**config.mk**
```make
export PLATFORM = sky130hd
export DESIGN_NAME = keypad_integer_calculator
export DESIGN_NICKNAME = d
export VERILOG_FILES = /design/src/hw/rtl/kic_pkg.sv /design/src/hw/rtl/kic_entry.sv /design/src/hw/rtl/kic_alu.sv /design/src/hw/rtl/keypad_integer_calculator.sv
export SDC_FILE = /design/constraint.sdc
export NUM_CORES = 1
export LEC_CHECK = 0
export ABC_AREA = 0
export BUFFER_PORTS_ARGS = -buffer_cell sky130_fd_sc_hd__clkbuf_2
export CAP_MARGIN = 20
export CORE_UTILIZATION = 30
export CTS_BUF_LIST = sky130_fd_sc_hd__clkbuf_4 sky130_fd_sc_hd__clkbuf_8
export DETAILED_ROUTE_END_ITERATION = 6
export SETUP_SLACK_MARGIN = 0.3
export SYNTH_ARGS = -nofsm -noshare
export SYNTH_HDL_FRONTEND = slang
export SYNTH_HIERARCHICAL = 1
export SYNTH_SLANG_ARGS = --single-unit
```
**constraint.sdc**
```tcl
create_clock -name clk -period 9.52 [get_ports clk]
set_input_delay 0.952 -clock clk [delete_from_list [all_inputs] [get_ports clk]]
set_output_delay 0.952 -clock clk [all_outputs]
set_load 0.05 [all_outputs]
```
**src/hw/rtl/kic_pkg.sv**
```systemverilog
// Shared types and key codes for the keypad integer calculator.
package kic_pkg;

	localparam int KIND_W  = 3;
	localparam int DIGIT_W = 4;

	typedef logic [KIND_W-1:0]  kind_t;
	typedef logic [DIGIT_W-1:0] digit_t;

	localparam kind_t KIND_DIGIT  = 3'd0;
	localparam kind_t KIND_ADD    = 3'd1;
	localparam kind_t KIND_SUB    = 3'd2;
	localparam kind_t KIND_MUL    = 3'd3;
	localparam kind_t KIND_DIV    = 3'd4;
	localparam kind_t KIND_EQUALS = 3'd5;
	localparam kind_t KIND_CLEAR  = 3'd6;
	// pending operator code before any operator is typed
	localparam kind_t OP_NONE     = 3'd0;

	localparam digit_t DIGIT_MAX = 4'd9;

	typedef struct packed {
		logic start;
		logic is_div;
	} alu_req_t;

	typedef struct packed {
		logic done;
		logic div_zero;
	} alu_rsp_t;

endpackage

```
**src/hw/rtl/kic_entry.sv**
```systemverilog
// Decimal entry register: one digit per cycle, with overflow flag.
module kic_entry #(
	parameter int DATA_WIDTH = 32
) (
	input  logic                   clk,
	input  logic                   arst_n,
	input  logic                   dig_en,
	input  kic_pkg::digit_t        digit,
	input  logic                   clear,
	output logic [DATA_WIDTH-2:0]  entry,
	output logic                   ovf
);

	localparam int W = DATA_WIDTH;

	logic [W-2:0] entry_q;
	logic         ovf_q;
	logic [W+2:0] ext;
	logic [W+2:0] next;
	logic         too_big;

	// entry * 10 + digit, kept wide enough to see the overflow
	assign ext     = {4'b0, entry_q};
	assign next    = (ext << 3) + (ext << 1) + (W+3)'(digit);
	assign too_big = |next[W+2:W-1];

	always_ff @(posedge clk or negedge arst_n) begin
		if (!arst_n) begin
			entry_q <= '0;
			ovf_q   <= 1'b0;
		end else if (clear) begin
			entry_q <= '0;
			ovf_q   <= 1'b0;
		end else if (dig_en && (digit <= kic_pkg::DIGIT_MAX) && !ovf_q) begin
			if (too_big) begin
				ovf_q <= 1'b1;
			end else begin
				entry_q <= next[W-2:0];
			end
		end
	end

	assign entry = entry_q;
	assign ovf   = ovf_q;

endmodule

```
**src/hw/rtl/kic_alu.sv**
```systemverilog
// Bit-serial multiplier and restoring divider, one bit per cycle.
module kic_alu #(
	parameter int DATA_WIDTH = 32
) (
	input  logic                  clk,
	input  logic                  arst_n,
	input  kic_pkg::alu_req_t     req,
	input  logic [DATA_WIDTH-1:0] a,
	input  logic [DATA_WIDTH-1:0] b,
	output kic_pkg::alu_rsp_t     rsp,
	output logic [DATA_WIDTH-1:0] result
);

	localparam int W  = DATA_WIDTH;
	localparam int CW = $clog2(W);
	localparam logic [CW-1:0] LAST = CW'(W - 1);

	logic          busy_q, fin_q, done_q, div_q, neg_q, zero_q;
	logic [CW-1:0] cnt_q;
	logic [W-1:0]  x_q;    // multiplicand, or dividend shifting into quotient
	logic [W-1:0]  y_q;    // multiplier, or divisor magnitude
	logic [W:0]    acc_q;  // partial product, or remainder
	logic [W-1:0]  res_q;

	logic [W:0]    trial;
	logic          ge;
	logic [W:0]    div_rem;
	logic [W-1:0]  mul_sum;
	logic [W-1:0]  a_mag, b_mag, x_neg;

	assign trial   = {acc_q[W-1:0], x_q[W-1]};
	assign ge      = trial >= {1'b0, y_q};
	assign div_rem = ge ? (trial - {1'b0, y_q}) : trial;
	assign mul_sum = acc_q[W-1:0] + (y_q[0] ? x_q : '0);
	assign a_mag   = a[W-1] ? (~a + 1'b1) : a;
	assign b_mag   = b[W-1] ? (~b + 1'b1) : b;
	assign x_neg   = ~x_q + 1'b1;

	always_ff @(posedge clk or negedge arst_n) begin
		if (!arst_n) begin
			busy_q <= 1'b0;
			fin_q  <= 1'b0;
			done_q <= 1'b0;
		end else begin
			done_q <= 1'b0;
			if (req.start) begin
				busy_q <= 1'b1;
				fin_q  <= 1'b0;
			end else if (busy_q) begin
				if (cnt_q == '0) begin
					busy_q <= 1'b0;
					fin_q  <= 1'b1;
				end
			end else if (fin_q) begin
				fin_q  <= 1'b0;
				done_q <= 1'b1;
			end
		end
	end

	always_ff @(posedge clk) begin
		if (req.start) begin
			cnt_q <= LAST;
			div_q <= req.is_div;
			acc_q <= '0;
			if (req.is_div) begin
				x_q    <= a_mag;
				y_q    <= b_mag;
				neg_q  <= a[W-1] ^ b[W-1];
				zero_q <= (b == '0);
			end else begin
				x_q    <= a;
				y_q    <= b;
				neg_q  <= 1'b0;
				zero_q <= 1'b0;
			end
		end else if (busy_q) begin
			cnt_q <= cnt_q - 1'b1;
			if (div_q) begin
				acc_q <= div_rem;
				x_q   <= {x_q[W-2:0], ge};
			end else begin
				acc_q <= {1'b0, mul_sum};
				x_q   <= {x_q[W-2:0], 1'b0};
				y_q   <= {1'b0, y_q[W-1:1]};
			end
		end else if (fin_q) begin
			if (!div_q) begin
				res_q <= acc_q[W-1:0];
			end else if (zero_q) begin
				res_q <= '0;
			end else begin
				res_q <= neg_q ? x_neg : x_q;
			end
		end
	end

	assign rsp.done     = done_q;
	assign rsp.div_zero = done_q && zero_q;
	assign result       = res_q;

endmodule

```
**src/hw/rtl/keypad_integer_calculator.sv**
```systemverilog
// Keypad four-function integer calculator, top level.
// Input channel (in_valid/in_ready, kind, digit) takes one key per transaction:
// a digit, add, subtract, multiply, divide, equals or clear. Digits build a
// decimal entry; an operator folds the entry into the accumulator with the
// pending operator, left to right, and becomes the new pending operator.
// Equals finishes the chain and sends one transaction on the output channel
// (out_valid/out_ready, value, divide_by_zero, entry_too_large), then clears.
// Digits, clear and operators whose pending operator is none, add or
// subtract are taken without stalling the input. With multiply or divide
// pending, the shared bit-serial unit runs one bit a cycle, and in_ready
// stays low until its result is in the accumulator. Equals then passes
// through a send state that loads the output register; out_valid rises as it loads.
// The output register holds a result while the receiver stalls; new keys keep
// being taken meanwhile, and only a second equals waits for it to drain.
// Reset (arst_n low) clears accumulator, entry, flags and the output valid.
module keypad_integer_calculator #(
	parameter int DATA_WIDTH = 32
) (
	input  logic                   clk,
	input  logic                   arst_n,
	input  logic                   in_valid,
	output logic                   in_ready,
	input  logic [2:0]             kind,
	input  logic [3:0]             digit,
	output logic                   out_valid,
	input  logic                   out_ready,
	output logic signed [31:0]     value,
	output logic                   divide_by_zero,
	output logic                   entry_too_large
);

	localparam int W = DATA_WIDTH;

	typedef enum logic [2:0] {
		ST_IDLE = 3'b001,
		ST_CALC = 3'b010,
		ST_SEND = 3'b100
	} state_t;

	state_t                      state_q;
	logic [W-1:0]                acc_q;
	kic_pkg::kind_t              pend_q;
	logic                        eq_q, zdiv_q, ovf_q;
	logic                        out_valid_q;
	logic signed [31:0]          value_q;
	logic                        dz_q, etl_q;

	logic [W-2:0]                entry;
	logic                        entry_ovf;
	logic                        in_fire, op_key, take, use_alu;
	logic [W-1:0]                operand, quick, alu_res;
	kic_pkg::alu_req_t           alu_req;
	kic_pkg::alu_rsp_t           alu_rsp;

	assign in_ready = (state_q == ST_IDLE);
	assign in_fire  = in_valid && in_ready;
	assign op_key   = (kind == kic_pkg::KIND_ADD) || (kind == kic_pkg::KIND_SUB) ||
	                  (kind == kic_pkg::KIND_MUL) || (kind == kic_pkg::KIND_DIV) ||
	                  (kind == kic_pkg::KIND_EQUALS);
	assign take     = in_fire && op_key;
	assign use_alu  = (pend_q == kic_pkg::KIND_MUL) || (pend_q == kic_pkg::KIND_DIV);
	assign operand  = entry_ovf ? '0 : {1'b0, entry};

	always_comb begin
		case (pend_q)
			kic_pkg::KIND_ADD: quick = acc_q + operand;
			kic_pkg::KIND_SUB: quick = acc_q - operand;
			default:           quick = operand;
		endcase
	end

	assign alu_req.start  = take && use_alu;
	assign alu_req.is_div = (pend_q == kic_pkg::KIND_DIV);

	kic_entry #(.DATA_WIDTH(W)) u_entry (
		.clk    (clk),
		.arst_n (arst_n),
		.dig_en (in_fire && (kind == kic_pkg::KIND_DIGIT)),
		.digit  (digit),
		.clear  (take || (in_fire && (kind == kic_pkg::KIND_CLEAR))),
		.entry  (entry),
		.ovf    (entry_ovf)
	);

	kic_alu #(.DATA_WIDTH(W)) u_alu (
		.clk    (clk),
		.arst_n (arst_n),
		.req    (alu_req),
		.a      (acc_q),
		.b      (operand),
		.rsp    (alu_rsp),
		.result (alu_res)
	);

	always_ff @(posedge clk or negedge arst_n) begin
		if (!arst_n) begin
			state_q     <= ST_IDLE;
			acc_q       <= '0;
			pend_q      <= kic_pkg::OP_NONE;
			eq_q        <= 1'b0;
			zdiv_q      <= 1'b0;
			ovf_q       <= 1'b0;
			out_valid_q <= 1'b0;
		end else begin
			// ST_SEND drives out_valid_q itself
			if (out_valid_q && out_ready && (state_q != ST_SEND)) begin
				out_valid_q <= 1'b0;
			end
			case (state_q)
				ST_IDLE: begin
					if (in_fire && (kind == kic_pkg::KIND_CLEAR)) begin
						acc_q  <= '0;
						pend_q <= kic_pkg::OP_NONE;
						zdiv_q <= 1'b0;
						ovf_q  <= 1'b0;
					end else if (take) begin
						ovf_q  <= ovf_q | entry_ovf;
						eq_q   <= (kind == kic_pkg::KIND_EQUALS);
						pend_q <= kind;
						if (use_alu) begin
							state_q <= ST_CALC;
						end else begin
							acc_q <= quick;
							if (kind == kic_pkg::KIND_EQUALS) begin
								state_q <= ST_SEND;
							end
						end
					end
				end
				ST_CALC: begin
					if (alu_rsp.done) begin
						acc_q   <= alu_res;
						zdiv_q  <= zdiv_q | alu_rsp.div_zero;
						state_q <= eq_q ? ST_SEND : ST_IDLE;
					end
				end
				ST_SEND: begin
					if (!out_valid_q || out_ready) begin
						out_valid_q <= 1'b1;
						acc_q       <= '0;
						pend_q      <= kic_pkg::OP_NONE;
						zdiv_q      <= 1'b0;
						ovf_q       <= 1'b0;
						eq_q        <= 1'b0;
						state_q     <= ST_IDLE;
					end
				end
				default: begin
					state_q <= ST_IDLE;
				end
			endcase
		end
	end

	// output payload, loaded together with out_valid
	always_ff @(posedge clk) begin
		if ((state_q == ST_SEND) && (!out_valid_q || out_ready)) begin
			value_q <= 32'($signed(acc_q));
			dz_q    <= zdiv_q;
			etl_q   <= ovf_q;
		end
	end

	assign out_valid       = out_valid_q;
	assign value           = value_q;
	assign divide_by_zero  = dz_q;
	assign entry_too_large = etl_q;

endmodule

```
### Yosys cells after proc, flatten, opt, wreduce, memory -nomap -nowiden

Index checks and enable logic that the tools add are counted.

| word-level totals | value |
|---|---|
| word-level logic and storage cells | 170 |
| register bits after elaboration | 247 |
| bits of input ports | 11 |

| operators by class | value |
|---|---|
| add/sub/neg operators | 10 |
| multiplexer cells | 64 |
| bitwise logic cells | 8 |
| $lt $le $gt $ge | 2 |
| reductions and logical operators | 38 |
| equality and inequality tests | 25 |

Operator list:

| cell | count |
|---|---|
| $mux W32 | 20 |
| $mux W31 | 4 |
| $add A32 B1 Y32 const B | 3 |
| $pmux W32 S3 | 1 |
| $not A32 Y32 | 2 |
| $pmux W32 S2 | 1 |
| $add A34 B32 Y35 | 1 |
| $add A35 B4 Y35 | 1 |
| $ge A33 B32 Y1 | 1 |
| $add A32 B31 Y32 | 1 |
| $add A32 B32 Y32 | 1 |
| $logic_not A32 Y1 | 1 |
| $not A31 Y32 | 1 |
| $sub A32 B31 Y32 | 1 |
| $sub A32 B32 Y32 | 1 |
| $mux W3 | 10 |
| $mux W1 | 23 |
| $eq A3 B2 Y1 const B | 5 |
| $eq A3 B3 Y1 const B | 5 |
| $logic_and A1 B1 Y1 | 11 |
| $reduce_and A5 Y1 | 2 |
| $eq A3 B1 Y1 const B | 3 |
| $pmux W3 S3 | 1 |
| $ne A2 B1 Y1 const B | 4 |
| 22 further kinds | 43 |

### Longest topological paths before layout

Gate-level depths: netlist of run 1.

| depth | value |
|---|---|
| depth in word-level cells | 9 |
| gate-level depth with buffers | 20 |

### By module

Netlist of run 1, hierarchy kept.

Modules (own cells, without submodules):

| module | cells each | area each (µm²) | instances |
|---|---|---|---|
| kic_alu | 1379 | 11422.2 | 1 |
| keypad_integer_calculator | 732 | 6149.6 | 1 |
| kic_entry | 441 | 3688.5 | 1 |

### Least setup slack after synthesis of run 1

No wires, ideal clock.

| timing path | value |
|---|---|
| path type | flip-flop to flip-flop |
| start point | register u_entry.ovf_q (netlist: u_entry/ovf) |
| end point | register acc_q[29] (netlist name) |
| stages on the path, launching flop included | 17 |
| arrival | 4.235 ns |
| slack | 5.149 ns |
| required time | 9.384 ns |
| path through | dfrtp_1 > clkbuf_1 > clkbuf_1 > nand2b_1 > ha_1 > o211ai_1 > o311a_1 > o32a_1 > ha_1 > a21oi_1 > o21ai_0 > or4b_2 > o21ai_0 > nor3_1 > a311oi_1 > mux2i_1 > o211ai_1 |

RTL lines:

| what | line | RTL |
|---|---|---|
| from (decl) | kic_entry.sv:17 | `logic ovf_q;` |
| from (signal assigned) | kic_entry.sv:30 | `ovf_q <= 1'b0;` |
| from (signal assigned) | kic_entry.sv:33 | `ovf_q <= 1'b0;` |
| from (signal assigned) | kic_entry.sv:36 | `ovf_q <= 1'b1;` |

==> run summary, run 1 <==
The global-route wire length before repair came out at 103000 um. Relative to the synthesized area, the layout overhead comes to 9.90%. The fraction of the cycle the final worst path needs is 0.521. The sequential cell fraction of total power is 0.239. The number of antenna violations at the first check in global routing is 1. The final route contains 19160 vias. The run finished with clean final reports. For this run, global-route usage on met1 was measured as 0.273. The worst pin sits at a relative slew slack of 0.307. The top-level I/O count is 47. The weighted congestion at the end of routability-driven global placement came out at 0.979. The number of setup buffers added after CTS came out at 0. By area, the combinational part of the netlist is dominated by compound AO/OA/AOI/OAI gates.

The maximum operating frequency is 0.202 GHz. Setup violations remaining at the end of the flow were counted as 0. In the global route stage, overall resource usage came out at 0.184. The mean area per synthesized cell came out at 8.33 um2. The count of input and output buffers came out at 46. STA classifies the critical path endpoint as a flop.

The critical path is of the flop to flop type. The startpoint type of the worst setup path is a flop. After layout, the minimum clock period comes to 4.96 ns. Counting flops with an async set or reset pin after synthesis yields a share of 0.312. The post-DP HPWL is 51500 um. The effective utilization at floorplan is 0.304.

The synthesized design contains 133 enable-type register cells. The count of mapped cells out of synthesis came out at 2552. The count of standard-cell rows is 97. CTS saw 247 sinks.

The worst endpoint data arrival time is 5.45 ns. The largest net degree at the start of global routing is 64. The warning count from the yosys run is 6. The worst slack at placement came out at 4.58 ns. The core footprint is 0.0700 mm2. met1 is the most crowded layer. The global routing usage on met2 is 0.272. The CTS buffer count came out at 46.

The worst min-delay path class is input port to async pin. For the pin with the worst max-slew slack, the measured transition is 1.03 ns. Among all flip-flop cells after synthesis, the most frequent one is edfxtp_1. The internal power came out at 4.43 mW. The top cell types in the final layout, fill and taps aside, are a21oi_1 (257), nor2_1 (245), nand2_1 (238). The number of nets with antenna violations after detailed routing is 0. TritonCTS built the clock tree. The H-tree generated during clock tree synthesis spans 2 levels.

From bottom edge to top edge, the die measures 268 um. The max-slew violation total from the final report came out at 0. Across all setup checks in the final design, the least slack found is 4.56 ns.

The number of nets at the end of the flow came out at 2734. The number of gates resized after cts came out at 0. The flip-flop and latch count after synthesis is 247. The floorplan step set the die width to 268 um. The share of total power dissipated in combinational logic is 0.640.

In this run, distinct cell masters in the synthesized netlist total 104. In this run the power spent charging and discharging nets is 4.54 mW. The max-capacitance violation count is 0. The fraction of the mapped netlist area in compound gates is 0.236. The setup clock skew after layout is 0.0160 ns. Of the post-synthesis cell area, the part taken by muxes is 0.0201. The summed negative setup slack over all endpoints came out at 0 ns.

The per-cell via count in the routed design came out at 5.42. The worst-case vdd ir drop came out at 0.152 mV. The highest fanout seen on the critical path came out at 58. Clock latency on the worst-skew pair, taken at its later pin, is 0.62 ns. The library cell used most frequently in the layout, excluding fill and tap cells, is a21oi_1. Of the total synthesized cell area, the portion taken by full adders, half adders and majority gates is 0.0995. The detailed-router iteration count before antenna repair came out at 6. The total power per unit cell area came out at 384 mW/mm2. The number of inserted filler cells in the final layout is 7448. The die area is 0.0719 mm2. The required time of the worst setup path is 10.01 ns. Summing every instance area after synthesis gives 0.0213 mm2. The cell sitting at the root of the clock tree is a clkbuf_8. The remaining global-route overflow is 0.

The register clock-pin slew on the reported worst setup and hold paths is 0.06 ns. Setup repair after global routing left no endpoint under its margin. Power comes to 8.97 mW.

The proportion of power drawn by the clock network came out at 0.120. The area share of and/or/nand/nor cells after synthesis is 0.198. Dividing the detail-routed wire length by the instance count gives 19.0 um.

For this run, global-route usage on met3 was measured as 0.0267. In this run, the number of DRC markers left after iteration 0 of detailed routing was 1736. The final wirelength is 67100 um.

The number of hold violations in the final report is 0. The total DRC errors in the routed layout came out at 0. The fraction of final layout cells with drive strength greater than 1 came out at 0.0771. The leakage power summed over all cells is 9.76 nW. The sequential fraction of the synthesis area came out at 0.313. The area share of xor/xnor cells in the synthesized design came out at 0.0898. In this run, post-CTS hold repair placed 0 buffers. The clock tree buffer depth is 3. Of the total power, the share spent switching nets is 0.506.

The number of global-route vias before repair is 17527.
-- path summary, 6_finish.rpt --
kind                                    startpoint                       endpoint  slack (ns)  cells after the start
setup / recovery           u_entry/ovf$_DFFE_PN0P_          acc_q[29]$_DFFE_PN0P_        4.56                     14
setup reg to reg           u_entry/ovf$_DFFE_PN0P_          acc_q[29]$_DFFE_PN0P_        4.56                     14
min in group clk                 ovf_q$_DFFE_PN0P_      entry_too_large$_DFFE_PP_        0.45                      0
max in group asynchronous                   arst_n        u_entry/ovf$_DFFE_PN0P_        8.19                      2
hold / removal                              arst_n  u_entry/entry[28]$_DFFE_PN0P_        0.31                      1
hold reg to reg                  ovf_q$_DFFE_PN0P_      entry_too_large$_DFFE_PP_        0.45                      0
-- per-stage QoR --
step | util | std cells | hold WS [ns] | cell area (um2)
after CTS | 0.334 | 3533 | 0.287 | 23400
after global placement | 0.320 | 3449 | 0.432 | 22400
final | 0.334 | 3535 | 0.306 | 23400
after global routing | 0.334 | 3534 | 0.319 | 23400
after detailed placement | 0.320 | 3449 | 0.433 | 22400
after floorplan | - | 2556 | 0.425 | 21300
-- power by group through the flow --
stage | clock (mW) | combinational, mW | sequential, mW
after floorplan | 0 | 4.32 | 1.98
after global placement | 0 | 5.66 | 2.15
after detailed placement | 0 | 5.64 | 2.15
after CTS | 1.10 | 5.68 | 2.14
after global routing | 1.14 | 6.35 | 2.19
final | 1.08 | 5.75 | 2.15
-- critical path: stages (launching register included) --
cell and delay [ns]:
dfrtp_2 0.91, nand2b_1 0.29, ha_1 0.24, o211ai_1 0.19, o311a_1 0.41, o32a_1 0.34
ha_1 0.38, a21oi_1 0.30, o21ai_0 0.19, or4b_2 0.66, o21ai_0 0.14, nor3_1 0.11
a311oi_1 0.33, mux2i_1 0.23, o211ai_1 0.10
-- registers in the layout (all words and copies together), names as in the netlist, 3 cells and up --
| signal | flops |
|---|---|
| u_alu/cnt_q | 5 |
| value | 32 |
| u_entry/entry | 31 |
| acc_q | 32 |
| pend_q | 3 |
| u_alu/acc_q | 32 |
| u_alu/result | 32 |
| u_alu/y_q | 32 |
| u_alu/x_q | 32 |
| state_q | 3 |
-- cell usage after synthesis, drive strengths merged (28+ instances only) --
| master | instances | area [um2] |
|---|---|---|
| a21oi | 258 | 1290 |
| nor2 | 249 | 937 |
| nand2 | 239 | 900 |
| ha | 161 | 2010 |
| o21ai | 151 | 767 |
| edfxtp | 133 | 3990 |
| xor2 | 113 | 990 |
| inv | 112 | 420 |
| xnor2 | 105 | 920 |
| clkbuf | 101 | 379 |
| dfrtp | 76 | 1900 |
| nand2b | 54 | 338 |
| nor2b | 54 | 338 |
| a21o | 49 | 368 |
| nor3 | 48 | 255 |
| o22ai | 44 | 288 |
| nand3 | 43 | 215 |
| and2 | 40 | 250 |
| dfxtp | 37 | 741 |
| mux2i | 37 | 370 |
| a211oi | 34 | 255 |
| a221oi | 28 | 251 |
| o31ai | 28 | 238 |
-- routing by layer --
layer	vias up	part of all wire	wire length, um
met3	83	0.061	4100
met1	9115	0.49	32800
met2	616	0.42	28300
met4	0	0.029	1970
li1	9346	-	-
met5	-	0	0
-- logic make-up (layout without fill, tap and decap cells) --
family,after synthesis,after routing
buffers and inverters,235,272
AOI/OAI and AO/OA,783,783
adders and majority gates,166,166
muxes,42,42
other,1,7
and+or+nand+nor,860,860
DFF,247,247
xor gates and xnor gates,218,218
-- area by class of cell --
cell class                 count  area, um2  share of cell area
timing repair buffer          74        443              0.0190
sequential                   247       6660               0.285
antenna                        2       5.00            0.000214
clock buffer                  63        773              0.0331
tap                          940       1180              0.0503
inverter                     114        428              0.0183
clock inverter                21        150             0.00643
multi-input combinational   2074      13700               0.587
Power figures use the tool's default switching activity.
==> run 2: changes to the inputs <==
==> constraint.sdc (replaced) <==
create_clock -name clk -period 4.8 [get_ports clk]
set_input_delay 0.48 -clock clk [delete_from_list [all_inputs] [get_ports clk]]
set_output_delay 0.48 -clock clk [all_outputs]
set_load 0.05 [all_outputs]
==> run 2 against run 1 <==
Net effect:
- sequential cell count did not move
- largest cell class unchanged
- clock-buffer cell count fell by 1
- critical endpoint is now acc_q[30]$_DFFE_PN0P_
- cell count rose by 0.65%
- combinational power rose by 100%
- total power rose by 100%
- sequential power rose by 97%
- utilization rose by 0.36 points
- worst hold slack got worse by 0.18 ns
- sequential share of layout area fell by 0.29 points
- first-iteration DRC count fell by 6.0%
- register-to-register slack got worse by 4.1 ns
==> run summary, run 2 (synthesis gave the netlist of run 1 again) <==
The minimum setup slack among reg-to-reg paths came out at 0.47 ns (-4.10 ns). The worst hold path belongs to the class input port to flop. The number of inserted filler cells in the final layout is 7464 (+0.21%). The startpoint identified for the worst hold timing path is digit[0]. The root buffer selected by CTS is clkbuf_8. The number of cells on the worst hold path came out at 3. The top-level I/O count came to 47 (unchanged). The post-DP HPWL is 52600 um (+2.1%).

The total via count after detailed routing is 19338 (+0.93%). The clock tree buffer depth is 3 (unchanged). The overall track demand over capacity in global routing came out at 0.189 (+0.00417). The most common cell after layout, fill and taps aside is a21oi_1. The effective utilization at floorplan came to 0.304 (unchanged). The largest stage delay on the critical path came out at 0.48 ns (-0.43 ns). Following the worst setup path forward leads to its endpoint at acc_q[30]$_DFFE_PN0P_. The count of buffer and inverter cells on the critical path is 1 (+1). The critical path startpoint is u_entry/entry[4]$_DFFE_PN0P_. The average detailed-routed wire length per instance came out at 19.3 um (+1.4%).

The die boundary width was 268 um (unchanged). The y dimension of the die came out at 268 um (unchanged). The count of standard-cell rows is 97 (unchanged). The total number of H-tree levels came out at 2 (unchanged).

The count of input and output buffers is 46 (unchanged). Setup repair after global routing could not meet its margin everywhere. The worst-case vdd ir drop came out at 0.286 mV (+89%). The total power came to 18.0 mW (+100%). STA classifies the critical path endpoint as a flop. The sink count of the clock tree is 247 (unchanged). The worst endpoint data arrival time came out at 4.81 ns (-0.64 ns). Compared with the post-synthesis result, the final layout area differs by 11.1%. The critical path depth in cells was 17 (+3).

The remaining global-route overflow was 0 (unchanged). The max-capacitance violation count is 0 (unchanged). The final wirelength came out at 68500 um (+2.1%).

The maximum operating frequency is 0.231 GHz (+14%). The CTS buffer count is 46 (unchanged). On the critical path, the stage with the largest delay is an instance of or4_4. The setup clock skew after layout was 0.0546 ns (+0.0386 ns). The number of global-route vias before repair is 17903 (+2.1%).

The flow ran to the end, and the final reports show no timing, DRC or antenna violations. The weighted congestion at the end of routability-driven global placement came to 0.948 (-3.1%). The startpoint identified for the worst register-to-register timing path is u_entry/entry[4]$_DFFE_PN0P_. The per-cell via count in the routed design came out at 5.44 (+0.28%). The die area came out at 0.0719 mm2 (unchanged). The worst setup path is of the flop to flop kind. The highest fanout seen on the critical path is 7 (-88%).

The relative max-transition margin is 0.333 (+0.0256). The worst register-to-register path ends at acc_q[30]$_DFFE_PN0P_. The TritonCTS clock tree is built. The number of hold violations in the final report was 0 (unchanged). The count of routing violations after the opening detailed-route iteration is 1632 (-6.0%).

The largest net degree at the start of global routing was 59 (-7.8%). The number of antenna violations at the first check in global routing came out at 3 (+2). The clock network latency to the later pin of the worst-skew pair came to 0.65 ns (+0.03 ns).

The required time of the worst setup path came out at 5.28 ns (-4.73 ns). The summed negative setup slack over all endpoints is 0 ns (unchanged). The detailed-router iteration count before antenna repair was 6 (unchanged). The number of setup violations in the final report came out at 0 (unchanged).

Traced cell by cell, the critical path runs through or3_4, nor4b_4, buf_4, nand4_2, or4_4, o21ai_1, a22oi_1, nor2_1, a21oi_1, ha_1, a21oi_1, o41ai_1, or3_1, a2111oi_2, nor2_1, xnor2_1, o22ai_1. The slew at the pin closest to its max-slew limit is 0.999 ns (-0.0331 ns). The total power per unit cell area is 761 mW/mm2 (+98%). The worst setup path is launched from a flop.

The number of nets at the end of the flow came to 2759 (+0.91%). The fraction of the cycle the final worst path needs came out at 0.903 (+0.382). The global-route wire length before repair was 106000 um (+2.3%). The core footprint came out at 0.0700 mm2 (unchanged). The worst hold slack is 0.125 ns (-0.181 ns).

The time the final worst path needs with I/O delays and setup came to 4.33 ns (-0.623 ns). The number of cells on the worst reg-to-reg path came out at 17 (+3). The leakage power summed over all cells came out at 9.91 nW (+1.5%).

The register clock-pin slew on the reported worst setup and hold paths came to 0.06 ns (about the same). The fraction of final layout cells with drive strength greater than 1 is 0.0906 (+0.0134). The number of nets with antenna violations after detailed routing is 0 (unchanged). The max-slew violation total from the final report is 0 (unchanged). Grouping stages by cell kind, the critical path spends the most delay in simple AND/OR/NAND/NOR gates. The total DRC errors in the routed layout came out at 0 (unchanged). In the layout the commonest cells are a21oi_1 (256), nor2_1 (245), nand2_1 (238).
-- run 2: cell count changes in the layout (fill, tap and decap cells not counted), moves of 2 or more --
cell | previous run | this run
o21ai_0 | 132 | 130
dfrtp_1 | 75 | 72
nor3_1 | 45 | 43
o21ai_1 | 16 | 18
nor3_2 | 3 | 5
dfrtp_2 | 1 | 4
clkinv_1 | 12 | 10
clkinvlp_4 | 3 | 1
buf_4 | 29 | 53
-- run 2: how the worst min path moves through the flow --
stage | endpoint | slack (ns)
after floorplan | acc_q[0]$_DFFE_PN0P_ | 0.18
after global placement | entry_too_large$_DFFE_PP_ | 0.44
after detailed placement | entry_too_large$_DFFE_PP_ | 0.44
after CTS | u_entry/entry[0]$_DFFE_PN0P_ | 0.08
after global routing | u_entry/entry[0]$_DFFE_PN0P_ | 0.10
final | u_entry/entry[0]$_DFFE_PN0P_ | 0.12
-- run 2: worst reg2reg max path, delay by kind of cell, from the launching register on --
family | cells | cell delay, ns
AND/OR/NAND/NOR | 7 | 1.96
flip-flops | 1 | 0.46
AO/OA/AOI/OAI | 7 | 1.07
adder cells (fa/ha/maj) | 1 | 0.36
XOR/XNOR | 1 | 0.16
buffers and inverters | 1 | 0.17
-- run 2: metrics by stage --
step | instance area (um2) | setup WS [ns] | utilization | instances
finish | 23600 | 0.465 | 0.337 | 3558
global route | 23600 | 0.273 | 0.337 | 3558
CTS | 23500 | 0.353 | 0.336 | 3554
detailed placement | 22600 | 0.320 | 0.322 | 3467
global placement | 22600 | 0.361 | 0.322 | 3467
floorplan | 21300 | 0.429 | - | 2556
-- run 2: layout make-up --
cell class              instances  area (um2)  area share
flip-flops and latches        247        6670       0.282
repair buffers                 99         633      0.0268
clock buffers                  62         759      0.0322
diodes                          1        2.50    0.000106
well taps                     940        1180      0.0498
clock inverters                21         169     0.00715
multi-input cells            2074       13800       0.584
inverters                     114         428      0.0181
-- run 2: layer usage --
layer,up-vias,wire length [um],global-route usage
li1,9415,-,-
met3,88,4080,0.0210
met5,-,29,0
met2,572,29700,0.288
met4,4,1550,0.0524
met1,9259,33200,0.278
-- run 2: repair_timing --
action | 4_1_cts | 5_1_grt
endpoints found under the hold margin | 50 | 0
resized for setup | 1 | 14
setup buffers | 3 | 3
pin swaps | 1 | 1
hold buffers | 1 | 0
endpoints found under the setup margin | 2 | 4
-- run 2: power breakdown --
group	switching [mW]	internal [mW]	total, mW
clock	1.00	1.14	2.14
combinational	7.04	4.57	11.6
sequential	1.06	3.17	4.23
